<file path="config.mk">
export PLATFORM = sky130hd
export DESIGN_NAME = boot_eeprom_load_command_pager_flat
export DESIGN_NICKNAME = d
export VERILOG_FILES = /design/src/hdl/bep_pkg.sv /design/src/hdl/bep_if.sv /design/src/hdl/boot_eeprom_load_command_pager.sv /design/src/flat_wrapper.sv
export VERILOG_INCLUDE_DIRS = /design/src /design/src/hdl
export SDC_FILE = /design/constraint.sdc
export NUM_CORES = 1
export LEC_CHECK = 0
export ABC_AREA = 0
export BUFFER_PORTS_ARGS = -buffer_cell sky130_fd_sc_hd__buf_2
export CORE_MARGIN = 2
export CORE_UTILIZATION = 56
export CTS_CLUSTER_SIZE = 14
export DETAILED_ROUTE_END_ITERATION = 10
export GPL_TIMING_DRIVEN = 1
export MAX_ROUTING_LAYER = met4
export PLACE_DENSITY_LB_ADDON = 0.05
export SYNTH_ARGS = -nofsm -noshare
export SYNTH_HDL_FRONTEND = slang
export SYNTH_SLANG_ARGS = --single-unit
</file>
<file path="constraint.sdc">
create_clock -name clock -period 4 [get_ports clock]
set_input_delay 0.4 -clock clock [delete_from_list [all_inputs] [get_ports clock]]
set_output_delay 0.4 -clock clock [all_outputs]
set_load 0.01 [all_outputs]
</file>
<file path="src/hdl/boot_eeprom_load_command_pager_defines.svh">
// ----------------------------------------------------------------------------
// Boot EEPROM load-command pager: assertion macros
// Shared property shorthands for the pager's concurrent checks.
// ----------------------------------------------------------------------------
`ifndef BOOT_EEPROM_LOAD_COMMAND_PAGER_DEFINES_SVH
`define BOOT_EEPROM_LOAD_COMMAND_PAGER_DEFINES_SVH

// cond implies expr in the same cycle
`define BEP_ASSERT_IMPLY(label, clk, rst, cond, expr, msg) \
   label: assert property (@(posedge clk) disable iff (rst) (cond) |-> (expr)) \
      else $error(msg);

// cond implies expr in the next cycle
`define BEP_ASSERT_NEXT(label, clk, rst, cond, expr, msg) \
   label: assert property (@(posedge clk) disable iff (rst) (cond) |=> (expr)) \
      else $error(msg);

`endif

</file>
<file path="src/hdl/bep_pkg.sv">
// ----------------------------------------------------------------------------
// Boot EEPROM load-command pager: package
// Page geometry, command and byte codes, sequencer states, payload types.
// ----------------------------------------------------------------------------
package bep_pkg;

   localparam int PAGE_BYTES         = 32;
   localparam int EEPROM_TOTAL_BYTES = 8192;
   localparam int OFFSET_W           = $clog2(PAGE_BYTES);
   localparam int INDEX_W            = 9;
   localparam int ADDR_W             = 13;
   localparam int HDR_W              = 3;

   localparam logic [1:0] CMD_START = 2'd0;
   localparam logic [1:0] CMD_DATA  = 2'd1;
   localparam logic [1:0] CMD_END   = 2'd2;

   localparam logic [7:0] LOAD_BYTE = 8'h01;
   localparam logic [7:0] PAD_BYTE  = 8'h03;
   localparam logic [7:0] END_BYTE  = 8'h00;
   localparam logic [7:0] CHIP_ID   = 8'h00;

   localparam logic [HDR_W-1:0] HDR_LEN_HI  = 3'd1;
   localparam logic [HDR_W-1:0] HDR_LEN_LO  = 3'd2;
   localparam logic [HDR_W-1:0] HDR_CHIP    = 3'd3;
   localparam logic [HDR_W-1:0] HDR_ADDR_HI = 3'd4;
   localparam logic [HDR_W-1:0] HDR_ADDR_LO = 3'd5;

   typedef enum logic [1:0] {
      MODE_IDLE,
      MODE_HEADER,
      MODE_PAD,
      MODE_END
   } mode_type;

   typedef struct packed {
      logic [1:0]  cmd;
      logic [7:0]  start_page;
      logic [15:0] load_address;
      logic [15:0] payload_length;
      logic [7:0]  data_byte;
   } req_type;

   typedef struct packed {
      logic [ADDR_W-1:0] eeprom_address;
      logic [7:0]        byte_value;
      logic              page_complete;
      logic              overflow_error;
      logic              last;
   } rsp_type;

endpackage

</file>
<file path="src/hdl/bep_if.sv">
// ----------------------------------------------------------------------------
// Boot EEPROM load-command pager: channel interfaces
// Valid/ready request and response channels with packed payloads.
// ----------------------------------------------------------------------------
interface bep_req_if;
   import bep_pkg::*;

   logic    valid;
   logic    ready;
   req_type payload;

   modport source (output valid, output payload, input ready);
   modport sink (input valid, input payload, output ready);
endinterface

interface bep_rsp_if;
   import bep_pkg::*;

   logic    valid;
   logic    ready;
   rsp_type payload;

   modport source (output valid, output payload, input ready);
   modport sink (input valid, input payload, output ready);
endinterface

</file>
<file path="src/hdl/boot_eeprom_load_command_pager.sv">
// ----------------------------------------------------------------------------
// Boot EEPROM load-command pager
// Turns load commands into a paged boot EEPROM byte stream, one byte per
// response: header, payload bytes, 0x03 page padding and 0x00 end pages.
//
//   channel   dir   handshake        payload
//   req_ch    in    valid / ready    cmd, start_page, load_address,
//                                    payload_length, data_byte
//   rsp_ch    out   valid / ready    eeprom_address, byte_value,
//                                    page_complete, overflow_error, last
//
// One-byte data requests leave the pager idle and stream back to back unless
// rsp_ch stalls. A start emits six header bytes, and pads to the page end if its
// payload is empty; a closing data request pads too; an end page is PAGE_BYTES
// bytes. Those bursts come from the byte sequencer, which holds req_ch.ready low.
// Reset is synchronous and leaves the pager idle at page 0 with no open command.
// A stalled response register holds its byte and blocks the next one.
// ----------------------------------------------------------------------------
`include "boot_eeprom_load_command_pager_defines.svh"

module boot_eeprom_load_command_pager (
   input logic       clock,
   input logic       reset,
   bep_req_if.sink   req_ch,
   bep_rsp_if.source rsp_ch
);
   import bep_pkg::*;

   mode_type            mode_ff, mode_in;
   logic [INDEX_W-1:0]  index_ff, index_in;
   logic [OFFSET_W-1:0] offset_ff, offset_in;
   logic [15:0]         remain_ff, remain_in;
   logic                active_ff, active_in;
   logic [HDR_W-1:0]    hdr_cnt_ff, hdr_cnt_in;
   logic [15:0]         clen_ff, clen_in;
   logic [15:0]         laddr_ff, laddr_in;
   logic                out_valid_ff, out_valid_in;
   rsp_type             out_data_ff, out_data_in;

   logic                load_ok;
   logic                req_ready;
   logic                accept;
   logic                cur_full;
   logic [OFFSET_W-1:0] cur_off_nx;
   logic [INDEX_W-1:0]  cur_idx_nx;
   logic                cur_ovf;
   logic                start_ovf;
   logic [INDEX_W-1:0]  start_idx;
   logic [15:0]         remain_dec;

   logic                emit;
   logic                e_ovf;
   logic                e_full;
   logic                e_last;
   logic [7:0]          e_byte;
   logic [7:0]          hdr_byte;
   logic [INDEX_W-1:0]  e_index;
   logic [OFFSET_W-1:0] e_offset;
   logic [31:0]         addr_wide;

   assign load_ok      = !out_valid_ff || rsp_ch.ready;
   assign req_ready    = (mode_ff == MODE_IDLE) && load_ok;
   assign req_ch.ready = req_ready;
   assign accept       = req_ch.valid && req_ready;

   assign rsp_ch.valid   = out_valid_ff;
   assign rsp_ch.payload = out_data_ff;

   assign start_idx  = INDEX_W'(req_ch.payload.start_page);
   assign cur_full   = (offset_ff == OFFSET_W'(PAGE_BYTES - 1));
   assign cur_off_nx = cur_full ? '0 : offset_ff + 1'b1;
   assign cur_idx_nx = cur_full ? index_ff + 1'b1 : index_ff;
   assign cur_ovf    = (32'(index_ff) * 32'(PAGE_BYTES)) >= 32'(EEPROM_TOTAL_BYTES);
   assign start_ovf  = (32'(start_idx) * 32'(PAGE_BYTES)) >= 32'(EEPROM_TOTAL_BYTES);
   assign remain_dec = remain_ff - 16'd1;

   always_comb begin
      case (hdr_cnt_ff)
         HDR_LEN_HI:  hdr_byte = clen_ff[15:8];
         HDR_LEN_LO:  hdr_byte = clen_ff[7:0];
         HDR_CHIP:    hdr_byte = CHIP_ID;
         HDR_ADDR_HI: hdr_byte = laddr_ff[15:8];
         default:     hdr_byte = laddr_ff[7:0];
      endcase
   end

   always_comb begin
      mode_in    = mode_ff;
      index_in   = index_ff;
      offset_in  = offset_ff;
      remain_in  = remain_ff;
      active_in  = active_ff;
      hdr_cnt_in = hdr_cnt_ff;
      clen_in    = clen_ff;
      laddr_in   = laddr_ff;
      emit       = 1'b0;
      e_ovf      = 1'b0;
      e_full     = 1'b0;
      e_last     = 1'b0;
      e_byte     = END_BYTE;
      e_index    = index_ff;
      e_offset   = offset_ff;

      unique case (mode_ff)
         MODE_IDLE: begin
            if (accept) begin
               case (req_ch.payload.cmd)
                  CMD_START: begin
                     index_in   = start_idx;
                     offset_in  = '0;
                     hdr_cnt_in = HDR_LEN_HI;
                     clen_in    = req_ch.payload.payload_length + 16'd3;
                     laddr_in   = req_ch.payload.load_address;
                     emit       = 1'b1;
                     if (start_ovf) begin
                        e_ovf     = 1'b1;
                        e_last    = 1'b1;
                        active_in = 1'b0;
                        remain_in = '0;
                     end else begin
                        e_byte    = LOAD_BYTE;
                        e_index   = start_idx;
                        e_offset  = '0;
                        offset_in = OFFSET_W'(1);
                        active_in = 1'b1;
                        remain_in = req_ch.payload.payload_length;
                        mode_in   = MODE_HEADER;
                     end
                  end
                  CMD_DATA: begin
                     if (active_ff) begin
                        emit = 1'b1;
                        if (cur_ovf) begin
                           e_ovf     = 1'b1;
                           e_last    = 1'b1;
                           active_in = 1'b0;
                           remain_in = '0;
                           offset_in = '0;
                        end else begin
                           e_byte    = req_ch.payload.data_byte;
                           e_full    = cur_full;
                           offset_in = cur_off_nx;
                           index_in  = cur_idx_nx;
                           remain_in = remain_dec;
                           if (remain_dec == '0) begin
                              active_in = 1'b0;
                              if (cur_off_nx != '0) begin
                                 mode_in = MODE_PAD;
                              end else begin
                                 e_last = 1'b1;
                              end
                           end else begin
                              e_last = 1'b1;
                           end
                        end
                     end
                  end
                  CMD_END: begin
                     active_in = 1'b0;
                     remain_in = '0;
                     offset_in = '0;
                     emit      = 1'b1;
                     if (cur_ovf) begin
                        e_ovf  = 1'b1;
                        e_last = 1'b1;
                     end else begin
                        e_byte    = END_BYTE;
                        e_offset  = '0;
                        offset_in = OFFSET_W'(1);
                        mode_in   = MODE_END;
                     end
                  end
                  default: begin
                  end
               endcase
            end
         end
         MODE_HEADER: begin
            if (load_ok) begin
               emit       = 1'b1;
               e_byte     = hdr_byte;
               e_full     = cur_full;
               offset_in  = cur_off_nx;
               index_in   = cur_idx_nx;
               hdr_cnt_in = hdr_cnt_ff + 1'b1;
               if (hdr_cnt_ff == HDR_ADDR_LO) begin
                  if (remain_ff == '0) begin
                     active_in = 1'b0;
                     if (cur_off_nx != '0) begin
                        mode_in = MODE_PAD;
                     end else begin
                        e_last  = 1'b1;
                        mode_in = MODE_IDLE;
                     end
                  end else begin
                     e_last  = 1'b1;
                     mode_in = MODE_IDLE;
                  end
               end
            end
         end
         MODE_PAD: begin
            if (load_ok) begin
               emit      = 1'b1;
               e_byte    = PAD_BYTE;
               e_full    = cur_full;
               offset_in = cur_off_nx;
               index_in  = cur_idx_nx;
               if (cur_full) begin
                  e_last  = 1'b1;
                  mode_in = MODE_IDLE;
               end
            end
         end
         MODE_END: begin
            if (load_ok) begin
               emit      = 1'b1;
               e_byte    = END_BYTE;
               e_full    = cur_full;
               offset_in = cur_off_nx;
               if (cur_full) begin
                  e_last  = 1'b1;
                  mode_in = MODE_IDLE;
               end
            end
         end
         default: begin
            mode_in = MODE_IDLE;
         end
      endcase

      addr_wide = 32'(e_index) * 32'(PAGE_BYTES) + 32'(e_offset);
   end

   always_comb begin
      out_valid_in = emit ? 1'b1 : (rsp_ch.ready ? 1'b0 : out_valid_ff);
      out_data_in  = out_data_ff;
      if (emit) begin
         out_data_in.eeprom_address = e_ovf ? '0 : addr_wide[ADDR_W-1:0];
         out_data_in.byte_value     = e_ovf ? 8'h00 : e_byte;
         out_data_in.page_complete  = e_ovf ? 1'b0 : e_full;
         out_data_in.overflow_error = e_ovf;
         out_data_in.last           = e_last;
      end
   end

   always_ff @(posedge clock) begin
      if (reset) begin
         mode_ff      <= MODE_IDLE;
         index_ff     <= '0;
         offset_ff    <= '0;
         remain_ff    <= '0;
         active_ff    <= 1'b0;
         out_valid_ff <= 1'b0;
      end else begin
         mode_ff      <= mode_in;
         index_ff     <= index_in;
         offset_ff    <= offset_in;
         remain_ff    <= remain_in;
         active_ff    <= active_in;
         out_valid_ff <= out_valid_in;
      end
   end

   always_ff @(posedge clock) begin
      hdr_cnt_ff  <= hdr_cnt_in;
      clen_ff     <= clen_in;
      laddr_ff    <= laddr_in;
      out_data_ff <= out_data_in;
   end

   `BEP_ASSERT_IMPLY(a_burst_blocks_req, clock, reset, mode_ff != MODE_IDLE, !req_ch.ready, "request taken during a byte burst")
   `BEP_ASSERT_IMPLY(a_ovf_shape, clock, reset, rsp_ch.valid && rsp_ch.payload.overflow_error, rsp_ch.payload.last && !rsp_ch.payload.page_complete && (rsp_ch.payload.byte_value == 8'h00), "malformed overflow response")
   `BEP_ASSERT_NEXT(a_pad_ends_page, clock, reset, (mode_ff == MODE_PAD) && emit && cur_full, (mode_ff == MODE_IDLE) && (offset_ff == '0), "padding did not close the page")
   `BEP_ASSERT_IMPLY(a_active_in_header, clock, reset, mode_ff == MODE_HEADER, active_ff, "header burst without open command")

endmodule
</file>
<file path="src/flat_wrapper.sv">
// flat-port wrapper written by rule: the top's interface ports become plain ports
module boot_eeprom_load_command_pager_flat import bep_pkg::*;
  (clock, reset, req_ch_valid, req_ch_payload, req_ch_ready, rsp_ch_valid, rsp_ch_payload, rsp_ch_ready);
  bep_req_if req_ch_i ();
  bep_rsp_if rsp_ch_i ();
  input logic clock;
  input logic reset;
  input wire logic [$bits(req_ch_i.valid)-1:0] req_ch_valid;
  input wire logic [$bits(req_ch_i.payload)-1:0] req_ch_payload;
  output wire logic [$bits(req_ch_i.ready)-1:0] req_ch_ready;
  output wire logic [$bits(rsp_ch_i.valid)-1:0] rsp_ch_valid;
  output wire logic [$bits(rsp_ch_i.payload)-1:0] rsp_ch_payload;
  input wire logic [$bits(rsp_ch_i.ready)-1:0] rsp_ch_ready;
  assign req_ch_i.valid = req_ch_valid;
  assign req_ch_i.payload = req_ch_payload;
  assign req_ch_ready = req_ch_i.ready;
  assign rsp_ch_valid = rsp_ch_i.valid;
  assign rsp_ch_payload = rsp_ch_i.payload;
  assign rsp_ch_i.ready = rsp_ch_ready;
  boot_eeprom_load_command_pager u_core (.clock(clock), .reset(reset), .req_ch(req_ch_i), .rsp_ch(rsp_ch_i));
endmodule
</file>
==> summary.txt, run 1 <==
Run status
  • Run status: finished clean

CTS
  • Post-CTS setup buffers: 0
  • TritonCTS clock tree: done
  • Skew-Pair Late Insertion Delay: 0.36 ns
  • Post-CTS Hold Buffers: 0
  • Sink count of the clock tree: 93
  • Num CTS Buffers: 9
  • H-tree levels: 3
  • Clock transition at the registers of the reported paths: 0.10 ns
  • Largest buffer count on any clock path: 2
  • Root buffer selected by CTS: sky130_fd_sc_hd__clkbuf_8
  • Post_cts resized: 0

Drt
  • Routed Antenna Nets: 0
  • Mean routed wirelength per cell: 16.4 um
  • Routed vias: 4,322
  • DRC: 0
  • Violation count after the first detailed-routing iteration: 302
  • Pre-Repair DR Iteration Count: 5
  • WL final: 11,800 um
  • Drt via density: 5.98

Timing
  • Final number of setup-violating endpoints: 0
  • Max Fclk: 366 MHz
  • Minimum clock period after layout: 2.74 ns
  • Worst setup skew after layout: 0.0134 ns
  • Period utilization: 68.4%
  • Post-route setup TNS: 0 ns
  • Worst Tran Pin Value: 1.25 ns
  • RSZ-0062 raised after global routing: no
  • Hold violation total from the final report: 0
  • Worst slew margin relative to its limit: 16.6%
  • Final number of max-transition violations: 0

Die
  • Floorplan die height: 99.6 um
  • Starting density of the core: 58.2%
  • Row Count: 34
  • Width of the die: 99.6 um
  • I/O pins: 80
  • Core area: 8810 um2
  • Die area: 9930 um2

Critical path
  • Critical path fanouts, max: 18
  • Startpoint of the worst register-to-register path: u_core.mode_ff[0]
  • First element of the critical path: u_core.mode_ff[0]
  • CP startpoint kind: register
  • Arr. time, crit path: 2.86 ns
  • Max incr delay on CP: 0.59 ns
  • Critical Setup Path Class: register to register
  • Capture instance of the worst register-to-register path: u_core.rsp_ch.payload[12]
  • Worst Reg-to-Reg Cells: 7
  • Critical path capture point type: register
  • Required time of the critical path: 4.13 ns
  • List of cells traversed by the critical path: inv_1, ha_1, nand3_1, nor2_1, and3_1, a21oi_1, and2_1
  • Register-to-Register Setup Slack: 1.26 ns
  • CP max stage cell: sky130_fd_sc_hd__ha_1

Layout
  • Syn-to-layout area delta: 13.1%
  • Proportion of layout cells with a drive suffix above 1: 18.2%
  • Area used by multi-input combinational logic: 2450 um2
  • Final-layout fill cell count: 747
  • Net total in the final layout: 683
  • Sequential cell area: 2450 um2
  • Number of antenna repair diodes: 0

Min path
  • Cell depth of the worst hold path: 1
  • Destination of the worst hold path: u_core.laddr_ff[6]
  • Worst hold-check path type: primary input to register
  • Start point of the worst hold path: req_ch_payload[30]

GRT
  • Largest net degree at the start of global routing: 39
  • Number of antenna violations at the first check in global routing: 0
  • GRT Residual Overflow: 0
  • All-Layer GR Usage: 25.2%
  • Wire length of the first global-routing pass: 19,400 um
  • Vias in the first global route: 3,992

Yosys
  • Sequential cell area fraction in the yosys report: 47.9%
  • Post-synthesis area per instance: 9.43 um2
  • Ys async rst share: 0%
  • Number of register bits inferred by synthesis: 93
  • Mapped Area: 5120 um2
  • Number of nets produced by synthesis: 616
  • Count of cell types in the netlist: 63
  • Post-Syn Instances: 543
  • Post-synth EDFFs: 59
  • Total of warnings raised by yosys: 0
  • Main synth FF type: sky130_fd_sc_hd__edfxtp_1

Job
  • Max capacitance violation total: 0

Place
  • Port Buffers: 79
  • Half-perimeter wire length after placement: 8510 um
  • Routability-driven placement congestion ratio: 0.937

Pwr
  • Power consumption: 3.46 mW
  • Peak supply drop: 0.245 mV
  • Ratio of total power to cell area: 598 nW/um2
  • Leakage: 2.21 nW
worst max path at each step:
| stage | end | slack, ns | depth (start not counted) |
|---|---|---|---|
| 4_1_cts | u_core.rsp_ch.payload[12] | 1.26 | 7 |
| 3_3_place_gp | u_core.offset_ff[2] | 1.26 | 8 |
| 2_1_floorplan | u_core.rsp_ch.payload[0] | 0.81 | 5 |
| 5_1_grt | u_core.rsp_ch.payload[12] | 1.0 | 7 |
| 6_report | u_core.rsp_ch.payload[12] | 1.26 | 7 |
| 3_5_place_dp | u_core.remain_ff[15] | 1.16 | 7 |
final cells by class:
| cell class | count | area share, % |
|---|---|---|
| Sequential cell | 93 | 42.3 |
| Multi-Input combinational cell | 393 | 42.3 |
| Timing Repair Buffer | 83 | 7.35 |
| Tap cell | 108 | 2.33 |
| Clock buffer | 9 | 2.14 |
| Inverter | 30 | 1.94 |
| Clock inverter | 7 | 1.58 |
placed cells by master (no fill, tap or decap), drive strengths merged, types with 10 or more instances in the layout:
cell type   n
edfxtp     59
a22o       10
ha         19
buf        83
nand2      57
nor3       16
inv        32
nor2       50
dfxtp      34
xnor2      19
a21oi      35
nand3      17
o21ai      48
per-stage QoR:
step / hold WS [ns] / cell area, um2 / setup WS, ns / std cells / util [%]
floorplan: 0.445 / 5120 / 0.814 / 543 / -
global placement: 0.463 / 5580 / 1.26 / 707 / 63.3
detailed placement: 0.465 / 5580 / 1.16 / 707 / 63.3
CTS: 0.195 / 5790 / 1.26 / 723 / 65.8
global route: 0.186 / 5790 / 0.999 / 723 / 65.8
finish: 0.206 / 5790 / 1.26 / 723 / 65.8
flip-flops by register name (all words and copies together) (netlist names), 2 cells and up:
register               count
u_core.rsp_ch.payload     24
u_core.offset_ff           5
u_core.hdr_cnt_ff          3
u_core.laddr_ff           16
u_core.mode_ff             2
u_core.remain_ff          16
u_core.clen_ff            16
u_core.index_ff            9
critical path: cells and delay by family (launching register included):
family / cells / cell delay (ns)
AOI/OAI and AO/OA: 1 / 0.16
DFF: 1 / 0.36
and+or+nand+nor: 4 / 1.30
adders and majority gates: 1 / 0.59
buffers and inverters: 1 / 0.10
logic make-up (layout without fill, tap and decap cells):
group / after synthesis / after routing / synth area share, %
AOI/OAI and AO/OA: 147 / 147 / 18.7
and+or+nand+nor: 203 / 203 / 20.2
adders and majority gates: 19 / 19 / 4.64
xor gates and xnor gates: 22 / 22 / 3.76
buffers and inverters: 57 / 129 / 4.45
DFF: 93 / 93 / 47.9
muxes: 2 / 2 / 0.391
where the power goes:
group / total, mW / switching (mW) / leakage, nW / internal, mW
sequential: 1.41 / 0.125 / 0.834 / 1.29
combinational: 1.38 / 0.868 / 1.27 / 0.513
clock: 0.672 / 0.368 / 0.105 / 0.304
total: 3.46 / 1.36 / 2.21 / 2.10
routing by layer:
metal	up-vias	share of wire, %	track usage, %	routed length, um
met3	11	5.8	4.08	687
met2	152	47	40.9	5610
met1	2033	46	33.7	5450
li1	2126	-	-	-
met4	0	0.74	5.06	87
met5	-	0	-	0
Yosys cell counts (all sizes together), types with 3 or more instances:
library cell | count | area [um2]
edfxtp | 59 | 1770
nand2 | 57 | 214
nor2 | 50 | 188
o21ai | 48 | 240
a21oi | 35 | 175
dfxtp | 34 | 681
inv | 29 | 109
clkbuf | 21 | 80.1
ha | 19 | 238
xnor2 | 19 | 166
nand3 | 17 | 97.6
nor3 | 16 | 96.4
a22o | 10 | 87.6
a221oi | 9 | 78.8
and2 | 9 | 56.3
a22oi | 8 | 60.1
nor2b | 8 | 50.1
nor4 | 8 | 56.3
nand4 | 7 | 50.1
o221ai | 7 | 61.3
or3 | 7 | 45.1
a211oi | 6 | 50.1
buf | 6 | 35.0
nand2b | 5 | 31.3
nand3b | 5 | 37.5
and3 | 4 | 25.0
o32ai | 4 | 35.0
nor4b | 3 | 26.3
xor2 | 3 | 26.3
No activity file was read; power rests on OpenSTA's default activity.
==> run 2: changes to the inputs <==
- clock period: 4 -> 2.73 ns (I/O delays scaled with it)
==> run 2 against run 1 <==
Fmax is 11% higher. First-iteration DRC count decreased by 19%. Sequential power increased by 46%. Wire length increased by 2.4%. Sequential share of layout area is 0.74 points lower. Register-to-register slack worse by 1.0 ns. Via count increased by 2.2%. Combinational power is 54% higher. Critical endpoint is now u_core.mode_ff[1]. Largest cell class is now multi-input gates.
==> summary.txt, run 2 (synthesis results as in run 1) <==
Run status
  • Run status: finished clean

Pwr
  • Sequential power share: 39.8% (-0.9 points)
  • Part of the total power dissipated in the clock network: 19.1% (-0.3 points)
  • Peak supply drop: 0.529 mV (+120%)
  • Net Sw Frac: 39.2% (-0.072 points)
  • Ratio of total power to cell area: 880 nW/um2 (+47%)
  • Power spent charging and discharging nets: 2.03 mW (+49%)
  • Internal Power: 3.15 mW (+50%)
  • Combinational share of power: 41.1% (+1.3 points)
  • Leakage: 2.26 nW (+2.6%)

Die
  • Row Count: 34 (unchanged)
  • I/O pins: 80 (unchanged)
  • Die area: 9930 um2 (unchanged)
  • Core area: 8810 um2 (unchanged)
  • Starting density of the core: 58.2% (unchanged)
  • Floorplan die height: 99.6 um (unchanged)
  • Width of the die: 99.6 um (unchanged)

CTS
  • TritonCTS clock tree: done
  • H-tree levels: 3 (unchanged)
  • Largest buffer count on any clock path: 2 (unchanged)
  • Skew-Pair Late Insertion Delay: 0.37 ns (about the same)
  • Root buffer selected by CTS: sky130_fd_sc_hd__clkbuf_8
  • Post-CTS setup buffers: 0 (unchanged)
  • Clock transition at the registers of the reported paths: 0.11 ns (about the same)
  • Sink count of the clock tree: 93 (unchanged)
  • Num CTS Buffers: 9 (unchanged)

Layout
  • Sequential cell area: 2450 um2 (unchanged)
  • Most used cells in the layout excluding fill and tap cells: 79 x sky130_fd_sc_hd__buf_2, 59 x sky130_fd_sc_hd__edfxtp_1, 57 x sky130_fd_sc_hd__nand2_1
  • Proportion of layout cells with a drive suffix above 1: 19.8% (+1.6 points)
  • Cell Count, Final, Fillers Out: 734 (+1.5%)
  • Syn-to-layout area delta: 15.1%
  • Net total in the final layout: 694 (+1.6%)
  • Flip-flop count of the largest register, all copies and words added: 24 (unchanged)
  • Number of antenna repair diodes: 0 (unchanged)
  • Final-layout fill cell count: 745 (-0.27%)
  • Area used by multi-input combinational logic: 2450 um2 (+0.10%)
  • Most common library cell in the layout ignoring fill and taps: sky130_fd_sc_hd__buf_2

Critical path
  • Required time of the critical path: 3.02 ns (-1.11 ns)
  • Critical path capture point type: register
  • CP startpoint kind: register
  • Critical path fanouts, max: 8 (-10)
  • Arr. time, crit path: 2.76 ns (-0.10 ns)
  • Critical Setup Path Class: register to register

Timing
  • Worst Tran Pin Value: 0.702 ns (-0.549 ns)
  • RSZ-0062 raised after global routing: no
  • Period utilization: 90.6% (+22 points)
  • Post-route setup TNS: 0 ns (unchanged)
  • Minimum clock period after layout: 2.47 ns (-0.261 ns)
  • Final number of setup-violating endpoints: 0 (unchanged)
  • Final number of max-transition violations: 0 (unchanged)
  • Worst slew margin relative to its limit: 53.2% (+37 points)
  • Worst setup skew after layout: 0.0139 ns (+0.000499 ns)
  • Hold violation total from the final report: 0 (unchanged)
  • Max Fclk: 404 MHz (+11%)

Job
  • Max capacitance violation total: 0 (unchanged)

Min path
  • Worst hold-check path type: primary input to register

GRT
  • Number of antenna violations at the first check in global routing: 0 (unchanged)
  • All-Layer GR Usage: 26.0% (+0.80 points)
  • Vias in the first global route: 4,123 (+3.3%)
  • Wire length of the first global-routing pass: 19,900 um (+2.8%)
  • Largest net degree at the start of global routing: 41 (+5.1%)
  • GRT Residual Overflow: 0 (unchanged)

Drt
  • Drt via density: 6.02 (+0.64%)
  • Mean routed wirelength per cell: 16.5 um (+0.85%)
  • WL final: 12,100 um (+2.4%)
  • Routed vias: 4,416 (+2.2%)
  • Pre-Repair DR Iteration Count: 6 (+1)
  • Routed Antenna Nets: 0 (unchanged)
  • Violation count after the first detailed-routing iteration: 245 (-19%)
  • DRC: 0 (unchanged)

Place
  • Half-perimeter wire length after placement: 8740 um (+2.8%)
  • Routability-driven placement congestion ratio: 0.905 (-3.4%)
  • Total instance count after detailed placement: 718 (+1.6%)
  • Port Buffers: 79 (unchanged)
## run 2: final timing paths
| kind | startpoint | end | slack (ns) | cells after the start |
|---|---|---|---|---|
| worst max-delay path | u_core.remain_ff[1] | u_core.mode_ff[1] | 0.26 | 9 |
| worst min-delay path | req_ch_payload[30] | u_core.laddr_ff[6] | 0.07 | 1 |
| worst max register to register | u_core.remain_ff[1] | u_core.mode_ff[1] | 0.26 | 9 |
| worst min register to register | u_core.offset_ff[1] | u_core.offset_ff[1] | 0.49 | 2 |
## run 2: through the flow
step                hold WS [ns]  util [%]  total power [mW]  setup WS [ns]  area [um2]
floorplan                  0.372         -              3.54          0.189        5120
global placement           0.451      64.5              4.15          0.326        5680
detailed placement         0.451      64.5              4.20          0.243        5680
CTS                       0.0552      66.9              5.20          0.203        5890
global route              0.0479      66.9              5.52         0.0588        5890
finish                    0.0692      66.9              5.19          0.255        5890
## run 2: area by class of cell
type | instances | area share (%)
inverter | 30 | 1.91
sequential | 93 | 41.6
tap | 108 | 2.29
timing repair buffer | 94 | 9.04
clock buffer | 9 | 2.10
clock inverter | 7 | 1.42
multi-input combinational | 393 | 41.6
## run 2: critical path, stage by stage (launching register included)
cell and delay [ns]:
sky130_fd_sc_hd__dfxtp_1 0.38, sky130_fd_sc_hd__inv_1 0.11, sky130_fd_sc_hd__ha_2 0.25, sky130_fd_sc_hd__or3b_1 0.41, sky130_fd_sc_hd__nor3_1 0.19, sky130_fd_sc_hd__xnor2_1 0.16
sky130_fd_sc_hd__and2_1 0.16, sky130_fd_sc_hd__nand4_2 0.16, sky130_fd_sc_hd__o311a_1 0.38, sky130_fd_sc_hd__a211oi_2 0.19
## run 2: routing by layer
layer  global-route usage, %  part of all wire, %  vias to the layer above
met1                    34.1                   45                     2108
met5                       -                    0                        -
met2                    41.7                   48                      148
li1                        -                    -                     2143
met3                    5.20                  5.9                       17
met4                    6.22                  1.2                        0
## run 2: what timing repair did
action                                  4_1_cts  5_1_grt
endpoints found under the setup margin        0        1
gates resized for setup                       0        1
hold buffers                                  0        0
## run 2: power by group through the flow
stage	clock network, mW	registers, mW	logic (mW)
2_1_floorplan	0	2.14	1.40
3_3_place_gp	0	2.08	2.07
3_5_place_dp	0	2.09	2.11
4_1_cts	1.01	2.06	2.13
5_1_grt	1.05	2.10	2.37
6_report	0.992	2.06	2.13
==> run 3: changes to the inputs <==
- MAX_ROUTING_LAYER: met4 -> not set
- clock period: 2.73 -> 2.62 ns (I/O delays scaled with it)
==> run 3 against run 2 <==
Clock power shrank 1%. Critical path type unchanged. Die area is the same. Fmax grew 1.0%. Clock skew grew 0.00078 ns. Final cell count grew 0.68%. Non-clock buffer count grew 5.
==> summary.txt, run 3 (synthesis results as in run 1) <==
Pwr
  • Leakage: 2.29 nW (+1.0%)
  • Ratio of total power to cell area: 914 nW/um2 (+3.9%)
  • Peak supply drop: 0.519 mV (-2.0%)
  • Power spent charging and discharging nets: 2.11 mW (+3.7%)
  • Part of the total power dissipated in the clock network: 18.1% (-1.0 points)
  • Net Sw Frac: 38.9% (-0.33 points)
  • Power consumption: 5.43 mW (+4.6%)
  • Sequential power share: 39.7% (about the same)
  • Internal Power: 3.32 mW (+5.1%)
  • Combinational share of power: 42.2% (+1.1 points)

Place
  • Total instance count after detailed placement: 723 (+0.70%)
  • Routability-driven placement congestion ratio: 0.916 (+1.2%)
  • Port Buffers: 79 (unchanged)
  • Half-perimeter wire length after placement: 9000 um (+3.0%)

Run status
  • Run status: finished clean

Critical path
  • First element of the critical path: u_core.remain_ff[1]
  • CP startpoint kind: register
  • Required time of the critical path: 2.91 ns (-0.11 ns)
  • Arr. time, crit path: 2.73 ns (-0.03 ns)
  • Startpoint of the worst register-to-register path: u_core.remain_ff[1]
  • Critical path fanouts, max: 7 (-1)
  • Critical Setup Path Class: register to register
  • Critical path capture point type: register

Timing
  • Final number of max-transition violations: 0 (unchanged)
  • Hold violation total from the final report: 0 (unchanged)
  • Minimum clock period after layout: 2.45 ns (-0.0253 ns)
  • Worst slew margin relative to its limit: 52.5% (-0.69 points)
  • Worst Tran Pin Value: 0.713 ns (+0.0104 ns)
  • Final number of setup-violating endpoints: 0 (unchanged)
  • Period utilization: 93.5% (+2.8 points)
  • Max Fclk: 408 MHz (+1.0%)
  • Post-route setup TNS: 0 ns (unchanged)
  • RSZ-0062 raised after global routing: no
  • Worst setup skew after layout: 0.0147 ns (+0.000775 ns)

CTS
  • Largest buffer count on any clock path: 2 (unchanged)
  • Post_cts resized: 0 (unchanged)
  • Post-CTS Hold Buffers: 0 (unchanged)
  • Num CTS Buffers: 9 (unchanged)
  • Skew-Pair Late Insertion Delay: 0.37 ns (about the same)
  • TritonCTS clock tree: done
  • Clock transition at the registers of the reported paths: 0.10 ns (about the same)
  • Post-CTS setup buffers: 0 (unchanged)
  • H-tree levels: 3 (unchanged)
  • Root buffer selected by CTS: sky130_fd_sc_hd__clkbuf_8
  • Sink count of the clock tree: 93 (unchanged)

Drt
  • Drt via density: 5.95 (-1.1%)
  • WL final: 12,300 um (+1.6%)
  • Routed Antenna Nets: 0 (unchanged)
  • Routed vias: 4,397 (-0.43%)
  • DRC: 0 (unchanged)
  • Pre-Repair DR Iteration Count: 5 (-1)
  • Violation count after the first detailed-routing iteration: 290 (+18%)
  • Mean routed wirelength per cell: 16.7 um (+0.91%)

GRT
  • Wire length of the first global-routing pass: 20,300 um (+1.9%)
  • All-Layer GR Usage: 25.6% (-0.33 points)
  • Largest net degree at the start of global routing: 36 (-12%)
  • GRT Residual Overflow: 0 (unchanged)
  • Number of antenna violations at the first check in global routing: 0 (unchanged)
  • Vias in the first global route: 4,193 (+1.7%)

Min path
  • Worst hold-check path type: primary input to register
  • Start point of the worst hold path: req_ch_payload[30]

Layout
  • Most used cells in the layout excluding fill and tap cells: 79 x sky130_fd_sc_hd__buf_2, 59 x sky130_fd_sc_hd__edfxtp_1, 57 x sky130_fd_sc_hd__nand2_1
  • Flip-flop count of the largest register, all copies and words added: 24 (unchanged)
  • Cell Count, Final, Fillers Out: 739 (+0.68%)
  • Final-layout fill cell count: 727 (-2.4%)
  • Net total in the final layout: 699 (+0.72%)
  • Syn-to-layout area delta: 15.8%
  • Number of antenna repair diodes: 0 (unchanged)
  • Proportion of layout cells with a drive suffix above 1: 20.1% (+0.32 points)
  • Most common library cell in the layout ignoring fill and taps: sky130_fd_sc_hd__buf_2

Die
  • Core area: 8810 um2 (unchanged)
  • Die area: 9930 um2 (unchanged)
  • Floorplan die height: 99.6 um (unchanged)
  • I/O pins: 80 (unchanged)
  • Width of the die: 99.6 um (unchanged)
  • Row Count: 34 (unchanged)
  • Starting density of the core: 58.2% (unchanged)

Job
  • Max capacitance violation total: 0 (unchanged)
## run 3: power groups by stage
| stage | logic (mW) | clock network (mW) | registers (mW) |
|---|---|---|---|
| 6_report | 2.29 | 0.980 | 2.16 |
| 5_1_grt | 2.53 | 1.05 | 2.19 |
| 4_1_cts | 2.28 | 0.998 | 2.15 |
| 3_5_place_dp | 2.26 | 0 | 2.18 |
| 3_3_place_gp | 2.21 | 0 | 2.17 |
| 2_1_floorplan | 1.46 | 0 | 2.23 |
## run 3: metrics by stage
| step | instance area, um2 | hold slack, ns | util [%] | setup slack (ns) |
|---|---|---|---|---|
| after floorplan | 5120 | 0.361 | - | 0.0789 |
| after detailed placement | 5730 | 0.440 | 65.1 | 0.227 |
| after CTS | 5930 | 0.0553 | 67.4 | 0.181 |
| after global routing | 5930 | 0.0475 | 67.4 | 0.0573 |
| final | 5930 | 0.0611 | 67.4 | 0.171 |
| after global placement | 5730 | 0.440 | 65.1 | 0.318 |
## run 3: path summary, 6_finish.rpt
path | endpoint | slack (ns) | depth (start not counted)
max reg2reg | u_core.mode_ff[1] | 0.17 | 9
min | u_core.laddr_ff[6] | 0.06 | 1
min reg2reg | u_core.offset_ff[4] | 0.48 | 2
max | u_core.mode_ff[1] | 0.17 | 9
## run 3: final cells by class
type	instances	area, um2	share of cell area [%]
Tap cell	108	135	2.28
Sequential cell	93	2450	41.3
Clock inverter	6	71.3	1.20
Timing Repair Buffer	99	583	9.83
Inverter	30	113	1.90
Clock buffer	10	128	2.15
Multi-Input combinational cell	393	2450	41.3
## run 3: metal layers
layer  track usage [%]  part of all wire (%)
met5                 0                     0
met4              7.27                   1.3
met3              4.78                   6.7
met2              41.7                    47
met1              35.3                    45
## run 3: critical path, cell delays in order, from the launching register on
cell	delay [ns]
sky130_fd_sc_hd__dfxtp_1	0.37
sky130_fd_sc_hd__inv_1	0.11
sky130_fd_sc_hd__ha_1	0.17
sky130_fd_sc_hd__or3b_1	0.41
sky130_fd_sc_hd__nor3_1	0.21
sky130_fd_sc_hd__xnor2_1	0.17
sky130_fd_sc_hd__and2_1	0.17
sky130_fd_sc_hd__nand4_2	0.17
sky130_fd_sc_hd__o311a_1	0.39
sky130_fd_sc_hd__a211oi_2	0.19
